===== src/rtl/core/fsa_pkg.sv =====
package fsa_pkg;

  localparam int DEPTH_DEFAULT = 16;
  localparam int QDEPTH = 2;
  localparam int ADDR_W = 3;

  localparam logic [1:0] OP_PACKET = 2'd0;
  localparam logic [1:0] OP_TICK   = 2'd1;
  localparam logic [1:0] OP_DEFS   = 2'd2;
  localparam logic [1:0] OP_SNAP   = 2'd3;

  localparam logic [2:0] ACT_LIVE = 3'd0;
  localparam logic [2:0] ACT_PFWD = 3'd1;
  localparam logic [2:0] ACT_PARK = 3'd2;
  localparam logic [2:0] ACT_DUP  = 3'd3;
  localparam logic [2:0] ACT_OVF  = 3'd4;
  localparam logic [2:0] ACT_REC  = 3'd5;

  localparam logic REC_DEFS = 1'b0;
  localparam logic REC_SNAP = 1'b1;

  localparam logic [ADDR_W-1:0] REG_GAP_LIMIT = 3'd0;
  localparam logic [ADDR_W-1:0] REG_AGE_LIMIT = 3'd4;

  localparam logic [7:0]  GAP_LIMIT_RST = 8'd5;
  localparam logic [15:0] AGE_LIMIT_RST = 16'd5;

  typedef struct packed {
    logic [1:0]  opcode;
    logic [31:0] seq_num;
    logic [15:0] packet_tag;
  } in_item_t;

  typedef struct packed {
    logic [2:0]  action;
    logic [31:0] out_seq;
    logic [15:0] out_tag;
    logic        recovery_kind;
    logic        last;
  } out_item_t;

  typedef struct packed {
    logic [7:0]  gap_limit;
    logic [15:0] age_limit;
  } cfg_t;

endpackage


===== src/rtl/core/fsa_front.sv =====
module fsa_front (
  input  logic              clk,
  input  logic              rst,
  input  logic              in_valid,
  output logic              in_stall,
  input  fsa_pkg::in_item_t in_item,
  output logic              q_valid,
  output fsa_pkg::in_item_t q_item,
  input  logic              q_pop
);

  localparam int PW = $clog2(fsa_pkg::QDEPTH);

  fsa_pkg::in_item_t mem [fsa_pkg::QDEPTH];
  logic [PW-1:0] wr_ptr;
  logic [PW-1:0] rd_ptr;
  logic [PW:0]   count;
  logic          push;
  logic          pop;

  assign in_stall = (count == (PW+1)'(fsa_pkg::QDEPTH));
  assign push     = in_valid && !in_stall;
  assign q_valid  = (count != '0);
  assign pop      = q_pop && q_valid;
  assign q_item   = mem[rd_ptr];

  always_ff @(posedge clk) begin
    if (rst) begin
      wr_ptr <= '0;
      rd_ptr <= '0;
      count  <= '0;
    end else begin
      if (push) wr_ptr <= wr_ptr + 1'b1;
      if (pop) rd_ptr <= rd_ptr + 1'b1;
      if (push && !pop) count <= count + 1'b1;
      else if (pop && !push) count <= count - 1'b1;
    end
  end

  always_ff @(posedge clk) begin
    if (push) mem[wr_ptr] <= in_item;
  end

endmodule


===== src/rtl/core/fsa_back.sv =====
module fsa_back #(
  parameter int DEPTH = fsa_pkg::DEPTH_DEFAULT
) (
  input  logic               clk,
  input  logic               rst,
  input  fsa_pkg::cfg_t      cfg,
  input  logic               q_valid,
  input  fsa_pkg::in_item_t  q_item,
  output logic               q_pop,
  output logic               out_valid,
  input  logic               out_stall,
  output fsa_pkg::out_item_t out_item
);

  localparam int IW = $clog2(DEPTH);

  typedef enum logic [2:0] {S_IDLE, S_EXEC, S_SCAN, S_DECIDE, S_FIN} state_t;

  state_t             state;
  fsa_pkg::in_item_t  cur;
  logic [31:0]        next_expected;
  logic [15:0]        tick_now;
  logic               defs_active;
  logic               snapshot_active;
  logic               defs_complete;
  logic [DEPTH-1:0]   slot_valid;
  logic [31:0]        slot_seq [DEPTH];
  logic [15:0]        slot_tag [DEPTH];
  logic [15:0]        slot_arrival [DEPTH];
  logic [IW-1:0]      idx;
  logic               found;
  logic [IW-1:0]      best_idx;
  logic [31:0]        best_seq;
  logic               pend_valid;
  fsa_pkg::out_item_t pend;

  logic               out_free;
  logic               can_emit;
  logic               emit_req;
  logic               emit_ok;
  fsa_pkg::out_item_t emit_item;
  logic               hit;
  logic               free_found;
  logic [IW-1:0]      free_idx;
  logic [31:0]        seq_dist;
  logic [2:0]         pkt_act;
  logic               park_we;
  logic [31:0]        gap;
  logic [15:0]        age;
  logic               trig;

  assign out_free = !out_valid || !out_stall;
  assign can_emit = !pend_valid || out_free;
  assign emit_ok  = !emit_req || can_emit;
  assign q_pop    = (state == S_IDLE) && q_valid;
  assign seq_dist = cur.seq_num - next_expected;
  assign gap      = best_seq - next_expected;
  assign age      = tick_now - slot_arrival[best_idx];
  assign trig     = (gap >= {24'd0, cfg.gap_limit}) || (age >= cfg.age_limit);

  // window lookup: duplicate hit and first free slot
  always_comb begin
    hit        = 1'b0;
    free_found = 1'b0;
    free_idx   = '0;
    for (int i = 0; i < DEPTH; i++) begin
      if (slot_valid[i] && slot_seq[i] == cur.seq_num) hit = 1'b1;
      if (!slot_valid[i] && !free_found) begin
        free_found = 1'b1;
        free_idx   = IW'(i);
      end
    end
  end

  always_comb begin
    if (cur.seq_num == next_expected) pkt_act = fsa_pkg::ACT_LIVE;
    else if (cur.seq_num < next_expected || hit) pkt_act = fsa_pkg::ACT_DUP;
    else if (seq_dist > 32'(DEPTH) || !free_found) pkt_act = fsa_pkg::ACT_OVF;
    else pkt_act = fsa_pkg::ACT_PARK;
  end

  always_comb begin
    emit_req  = 1'b0;
    emit_item = '0;
    case (state)
      S_EXEC: begin
        if (cur.opcode == fsa_pkg::OP_PACKET) begin
          emit_req          = 1'b1;
          emit_item.action  = pkt_act;
          emit_item.out_seq = cur.seq_num;
          emit_item.out_tag = cur.packet_tag;
        end else if (cur.opcode == fsa_pkg::OP_DEFS && defs_active && !snapshot_active) begin
          emit_req                = 1'b1;
          emit_item.action        = fsa_pkg::ACT_REC;
          emit_item.out_seq       = next_expected;
          emit_item.recovery_kind = fsa_pkg::REC_SNAP;
        end
      end
      S_DECIDE: begin
        if (found && best_seq == next_expected) begin
          emit_req          = 1'b1;
          emit_item.action  = fsa_pkg::ACT_PFWD;
          emit_item.out_seq = best_seq;
          emit_item.out_tag = slot_tag[best_idx];
        end else if (found && best_seq > next_expected && trig
                     && !defs_active && !snapshot_active) begin
          emit_req                = 1'b1;
          emit_item.action        = fsa_pkg::ACT_REC;
          emit_item.out_seq       = next_expected;
          emit_item.recovery_kind = defs_complete ? fsa_pkg::REC_SNAP : fsa_pkg::REC_DEFS;
        end
      end
      default: ;
    endcase
  end

  assign park_we = (state == S_EXEC) && (cur.opcode == fsa_pkg::OP_PACKET)
                   && (pkt_act == fsa_pkg::ACT_PARK) && can_emit;

  always_ff @(posedge clk) begin
    if (park_we) begin
      slot_seq[free_idx]     <= cur.seq_num;
      slot_tag[free_idx]     <= cur.packet_tag;
      slot_arrival[free_idx] <= tick_now;
    end
  end

  always_ff @(posedge clk) begin
    if (rst) begin
      state           <= S_IDLE;
      next_expected   <= 32'd1;
      tick_now        <= '0;
      defs_active     <= 1'b0;
      snapshot_active <= 1'b0;
      defs_complete   <= 1'b0;
      slot_valid      <= '0;
      idx             <= '0;
      found           <= 1'b0;
      pend_valid      <= 1'b0;
      out_valid       <= 1'b0;
    end else begin
      if (out_valid && !out_stall) out_valid <= 1'b0;

      // a new result pushes the held one out; last is set only in S_FIN
      if (emit_req && can_emit) begin
        if (pend_valid) begin
          out_valid <= 1'b1;
          out_item  <= pend;
        end
        pend       <= emit_item;
        pend_valid <= 1'b1;
      end

      case (state)
        S_IDLE: begin
          if (q_valid) begin
            cur   <= q_item;
            state <= S_EXEC;
          end
        end
        S_EXEC: begin
          if (emit_ok) begin
            idx   <= '0;
            found <= 1'b0;
            state <= S_SCAN;
            case (cur.opcode)
              fsa_pkg::OP_PACKET: begin
                if (pkt_act == fsa_pkg::ACT_LIVE) next_expected <= next_expected + 32'd1;
                if (pkt_act == fsa_pkg::ACT_PARK) slot_valid[free_idx] <= 1'b1;
              end
              fsa_pkg::OP_TICK: tick_now <= tick_now + 16'd1;
              fsa_pkg::OP_DEFS: begin
                if (defs_active) begin
                  defs_active     <= 1'b0;
                  defs_complete   <= 1'b1;
                  snapshot_active <= 1'b1;
                end
              end
              default: begin
                if (snapshot_active) begin
                  snapshot_active <= 1'b0;
                  next_expected   <= cur.seq_num + 32'd1;
                end
              end
            endcase
          end
        end
        S_SCAN: begin
          if (slot_valid[idx] && (!found || slot_seq[idx] < best_seq)) begin
            found    <= 1'b1;
            best_idx <= idx;
            best_seq <= slot_seq[idx];
          end
          if (idx == IW'(DEPTH - 1)) state <= S_DECIDE;
          else idx <= idx + 1'b1;
        end
        S_DECIDE: begin
          if (!found) begin
            state <= S_FIN;
          end else if (best_seq < next_expected) begin
            slot_valid[best_idx] <= 1'b0;
            idx   <= '0;
            found <= 1'b0;
            state <= S_SCAN;
          end else if (best_seq == next_expected) begin
            if (can_emit) begin
              slot_valid[best_idx] <= 1'b0;
              next_expected <= next_expected + 32'd1;
              idx   <= '0;
              found <= 1'b0;
              state <= S_SCAN;
            end
          end else if (emit_ok) begin
            if (emit_req) begin
              if (defs_complete) snapshot_active <= 1'b1;
              else defs_active <= 1'b1;
            end
            state <= S_FIN;
          end
        end
        S_FIN: begin
          if (!pend_valid) begin
            state <= S_IDLE;
          end else if (out_free) begin
            out_valid     <= 1'b1;
            out_item      <= pend;
            out_item.last <= 1'b1;
            pend_valid    <= 1'b0;
            state         <= S_IDLE;
          end
        end
        default: state <= S_IDLE;
      endcase
    end
  end

endmodule


===== src/rtl/core/feed_sequence_arbiter.sv =====
// Feed sequence arbiter: merges sequenced packets from redundant feeds into
// one gap-free stream of results. Each input item (packet, tick, definitions
// done, snapshot done) yields zero or more result items; the final one of an
// item carries last. Items queue in a two-entry front buffer, so the input
// side keeps moving while the back end works. The back end handles one item
// at a time: it classifies and executes the item, then runs one window scan
// over the DEPTH slots plus one decide step per drain pass, with one extra
// pass for every parked packet forwarded or discarded, and then closes out.
// The window scan over the DEPTH slot registers dominates the time per item.
// Output stalls hold the back end. Registers: gap_limit at 0x0, age_limit at
// 0x4 (APB).
module feed_sequence_arbiter #(
  parameter int DEPTH = fsa_pkg::DEPTH_DEFAULT
) (
  input  logic                        clk,
  input  logic                        rst,
  // input channel
  input  logic                        in_valid,
  output logic                        in_stall,
  input  fsa_pkg::in_item_t           in_item,
  // result channel
  output logic                        out_valid,
  input  logic                        out_stall,
  output fsa_pkg::out_item_t          out_item,
  // configuration
  input  logic                        psel,
  input  logic                        penable,
  input  logic                        pwrite,
  input  logic [fsa_pkg::ADDR_W-1:0]  paddr,
  input  logic [31:0]                 pwdata,
  output logic [31:0]                 prdata,
  output logic                        pready
);

  fsa_pkg::cfg_t     cfg;
  logic              q_valid;
  fsa_pkg::in_item_t q_item;
  logic              q_pop;
  logic              cfg_we;

  assign pready = 1'b1;
  assign cfg_we = psel && penable && pwrite && pready;

  // config registers; writes to unmapped addresses are dropped
  always_ff @(posedge clk) begin
    if (rst) begin
      cfg.gap_limit <= fsa_pkg::GAP_LIMIT_RST;
      cfg.age_limit <= fsa_pkg::AGE_LIMIT_RST;
    end else if (cfg_we) begin
      case (paddr)
        fsa_pkg::REG_GAP_LIMIT: cfg.gap_limit <= pwdata[7:0];
        fsa_pkg::REG_AGE_LIMIT: cfg.age_limit <= pwdata[15:0];
        default: ;
      endcase
    end
  end

  always_comb begin
    case (paddr)
      fsa_pkg::REG_GAP_LIMIT: prdata = {24'd0, cfg.gap_limit};
      fsa_pkg::REG_AGE_LIMIT: prdata = {16'd0, cfg.age_limit};
      default:                prdata = '0;
    endcase
  end

  // front: input queue
  fsa_front u_front (
    .clk      (clk),
    .rst      (rst),
    .in_valid (in_valid),
    .in_stall (in_stall),
    .in_item  (in_item),
    .q_valid  (q_valid),
    .q_item   (q_item),
    .q_pop    (q_pop)
  );

  // back: sequencing, reorder window, drain and recovery
  fsa_back #(.DEPTH(DEPTH)) u_back (
    .clk       (clk),
    .rst       (rst),
    .cfg       (cfg),
    .q_valid   (q_valid),
    .q_item    (q_item),
    .q_pop     (q_pop),
    .out_valid (out_valid),
    .out_stall (out_stall),
    .out_item  (out_item)
  );

endmodule


===== config.mk =====
export PLATFORM = sky130hd
export DESIGN_NAME = feed_sequence_arbiter
export DESIGN_NICKNAME = d
export VERILOG_FILES = /design/src/rtl/core/fsa_pkg.sv /design/src/rtl/core/fsa_front.sv /design/src/rtl/core/fsa_back.sv /design/src/rtl/core/feed_sequence_arbiter.sv
export SDC_FILE = /design/constraint.sdc
export NUM_CORES = 2
export LEC_CHECK = 0
export CORE_MARGIN = 2
export CORE_UTILIZATION = 55
export CTS_BUF_LIST = sky130_fd_sc_hd__clkbuf_8
export CTS_CLUSTER_DIAMETER = 100
export CTS_CLUSTER_SIZE = 40
export DETAILED_ROUTE_END_ITERATION = 10
export DONT_BUFFER_PORTS = 1
export GPL_TIMING_DRIVEN = 0
export PLACE_DENSITY_LB_ADDON = 0.15
export SETUP_SLACK_MARGIN = 0.4
export SYNTH_ARGS = -nofsm -noshare
export SYNTH_HDL_FRONTEND = slang
export SYNTH_SLANG_ARGS = --single-unit
export TNS_END_PERCENT = 5

===== constraint.sdc =====
create_clock -name clk -period 13.61 [get_ports clk]
set_input_delay 2.0415 -clock clk [delete_from_list [all_inputs] [get_ports clk]]
set_output_delay 2.0415 -clock clk [all_outputs]
set_load 0.02 [all_outputs]

==> impl_metrics.toml <==
[outcome]
status = "completed"

[clock_network]
clk_latency_ns = 0.94
cts_hold_buf = 0
postCtsResizedCells = 0
root_buffer = "clkbuf_8"
tritoncts = "yes"
h-tree-depth = 2
cts_buffers = 48
clockBufferDepth = 3
cts_setup_buffers = 0
clkTransAtPathRegs_ns = 0.20
cts.sinks = 1428

[critical_path]
startpoint = "u_back.cur[16]"
cp_cell_sequence = "clkbuf_1 > buf_2 > clkbuf_1 > inv_1 > ha_1 > fa_1 > nor2b_1 > o21bai_1 > a311oi_2 > nor2_1 > a31o_1 > or4_1 > nor4_1 > nand4_1 > nor4_1 > nand2_1 > nor4_2 > buf_4 > buf_6 > buf_6 > buf_4 > buf_4 > buf_4 > buf_4"
cp.arrival_ns = 11.07
r2r_slack_ns = 3.19
rr_startpoint = "u_back.cur[16]"
crit_top_cell = "buf_4"
critPathRequiredTime_ns = 14.26
slowest_delay_ns = 0.96
worstSetupPathType = "reg -> reg"
r2r-end = "u_back.slot_seq[6][26]"
slowest_stage = "edfxtp_1"
start_kind = "flop"
endpoint_kind = "flop"
reg2reg_depth = 24
path_buf_inv = 11
critPathTopFamily = "simple AND/OR/NAND/NOR gates"
worstPathMaxFanout = 18

[synthesis]
synth_edf_count = 1315
ys_async_sr_fraction = 0
synth_area_leaders = "edfxtp_1, mux4_2, xnor2_1"
yosys.area.top_type = "edfxtp_1"
ys_types = 90
yosysMostFrequentCell = "edfxtp_1"
netlist.area_leader.share = 0.579
ys_ff_latch = 1428
netlist_top_cells_count = "edfxtp_1, xnor2_1, mux4_2"
synth_area_per_cell_um2 = 14.9
synth_ff_type = "edfxtp_1"
yosysWarnings = 0
syn_inst = 4593
ys_seq_area_frac = 0.612
synthesis.area_um2 = 68200

[timing]
worst_hold_slack_ns = 0.465
worst_pin_slew_ns = 1.43
rsz0062_at_grt = "no"
relSlewSlack = 0.0454
finalClockSkew_ns = 0.127
drv_slew = 0
finalSetupTns_ns = 0
min_period_ns = 10.42
setup_viol = 0
hold_viol = 0
setup_slack_ns = 3.19
maxClockFrequency_mhz = 96.0
period_share = 0.766

[placed_design]
dpl_cell_area_um2 = 72000
portBuffers = 0
gp_congestion = 1.06
dpl.hpwl_mm = 182
dp.cells = 6377
place_ws_ns = 3.14

[power]
p_int_w = 0.00616
power_frac_seq = 0.572
leakagePower_nw = 23.1
pwr-share-clk = 0.191
power_density_nw_per_um2 = 127
p_sw_w = 0.00312
p_sw_frac = 0.336
ir_worst_vdd_v = 0.000156
combPwrFrac = 0.237

[route]
post-route-drc-count = 0
routed_wl_mm = 232
drt_first_pass_iters = 8
ant_nets = 0
vias = 44000
drt-initial-drc-count = 6553
viasPerCell = 6.80
routedWlPerCell_um = 35.8

[global_route]
grt_max_degree = 58
grt_pass1_vias = 41900
antenna_found_initial = 12
grt_usage = 0.363
gr-total-overflow = 0
grt_pass1_wl_mm = 320

[floorplanning]
dieArea_um2 = 127000
dieWidth_um = 356
start_util = 0.553
io_pins = 180
die-height_um = 356
rows = 129
core_area_um2 = 123000

[finish]
fill_cells = 9569
areaGrowthSynthToFinish_pct = 7.18
final_cells = 6465
finalNetCount = 5028
seq_area_um2 = 41800
fin_area_um2 = 73100
multi_input_area_um2 = 24900
drive_above_1_share = 0.150

[hold_path]
hold_path_class = "reg -> reg"
hold_end = "u_back.best_idx[2]"
holdPathStages = 0
hp-start = "u_back.idx[2]"

[run]
drv_cap = 0
## worst reg2reg max path, cell delays in order, from the launching register on
cell      delay, ns
edfxtp_1       0.96
clkbuf_1       0.40
buf_2          0.42
clkbuf_1       0.77
inv_1          0.27
ha_1           0.33
fa_1           0.50
nor2b_1        0.26
o21bai_1       0.23
a311oi_2       0.40
nor2_1         0.10
a31o_1         0.22
or4_1          0.52
nor4_1         0.66
nand4_1        0.44
nor4_1         0.88
nand2_1        0.53
nor4_2         0.93
buf_4          0.34
buf_6          0.17
buf_6          0.14
buf_4          0.19
buf_4          0.18
buf_4          0.18
buf_4          0.20
## logic make-up (layout without fill, tap and decap cells)
| family | after synthesis | after routing | share of synthesized area |
|---|---|---|---|
| xor+xnor | 571 | 571 | 0.0733 |
| flops | 1428 | 1428 | 0.612 |
| compound gates | 632 | 632 | 0.0638 |
| buf+inv | 421 | 638 | 0.0257 |
| fa+ha+maj | 146 | 146 | 0.0271 |
| mux | 456 | 456 | 0.128 |
| simple gates | 937 | 937 | 0.0696 |
| other cells | 2 | 20 | 0.000110 |
## layout make-up
class,count,share of cell area
tap,1637,0.0280
antenna,3,0.000103
sequential,1428,0.571
buffer,265,0.0161
clock buffer,49,0.00922
inverter,156,0.00801
timing repair buffer,132,0.0216
clock inverter,36,0.00556
multi-input combinational,2759,0.340
## power groups by stage
stage | Sequential (W) | Combinational, W | Clock [W]
CTS | 0.00529 | 0.00215 | 0.00179
floorplan | 0.00525 | 0.00136 | 0
finish | 0.00530 | 0.00220 | 0.00177
global placement | 0.00539 | 0.00212 | 0
global route | 0.00532 | 0.00230 | 0.00191
detailed placement | 0.00539 | 0.00214 | 0
## stage by stage
step                      power, W   util
after floorplan            0.00661      -
after global placement     0.00751  0.570
after detailed placement   0.00752  0.583
after CTS                  0.00922  0.592
after global routing       0.00952  0.592
final                      0.00928  0.592
## cells in the final DEF, fill, tap and decap left out, types with 50 or more instances in the layout
cell type and count:
a21oi_1 150, buf_1 56, buf_2 53, buf_6 95
clkbuf_1 129, dfxtp_1 113, edfxtp_1 1315, ha_1 143
inv_1 169, mux2_1 50, mux2_2 57, mux4_2 325
nand2_1 264, nand3_1 86, nand4_1 142, nor2_1 134
nor3_1 60, nor4_1 87, o21ai_0 95, xnor2_1 381
xor2_1 190
## registers in the layout, summed over array words and instances (netlist names), 2 cells and up, named ones only
register	cells
u_front.mem	100
u_back.best_idx	4
u_back.slot_seq	512
u_back.state	3
u_back.out_item	53
u_back.idx	4
u_back.cur	50
u_back.slot_arrival	256
u_front.count	2
u_back.tick_now	16
u_back.pend	52
u_back.next_expected	32
u_back.slot_tag	256
u_back.slot_valid	16
cfg	24
u_back.best_seq	32
## per-layer routing
metal | vias to the layer above | GRT usage | part of all wire
met5 | - | 0 | 0.00034
met4 | 12 | 0.186 | 0.061
met3 | 477 | 0.0677 | 0.10
met2 | 2782 | 0.556 | 0.45
met1 | 22500 | 0.503 | 0.39
li1 | 18200 | - | -
## worst max path at each step
stage / to / cells after the start
3_3_place_gp: u_back.slot_seq[6][21] / 17
2_1_floorplan: u_back.slot_arrival[6][0] / 17
3_5_place_dp: u_back.out_item[15] / 34
6_report: u_back.slot_seq[6][26] / 24
4_1_cts: u_back.out_item[21] / 34
5_1_grt: u_back.out_item[20] / 34
Note: power is estimated with default switching activity, not from simulation.
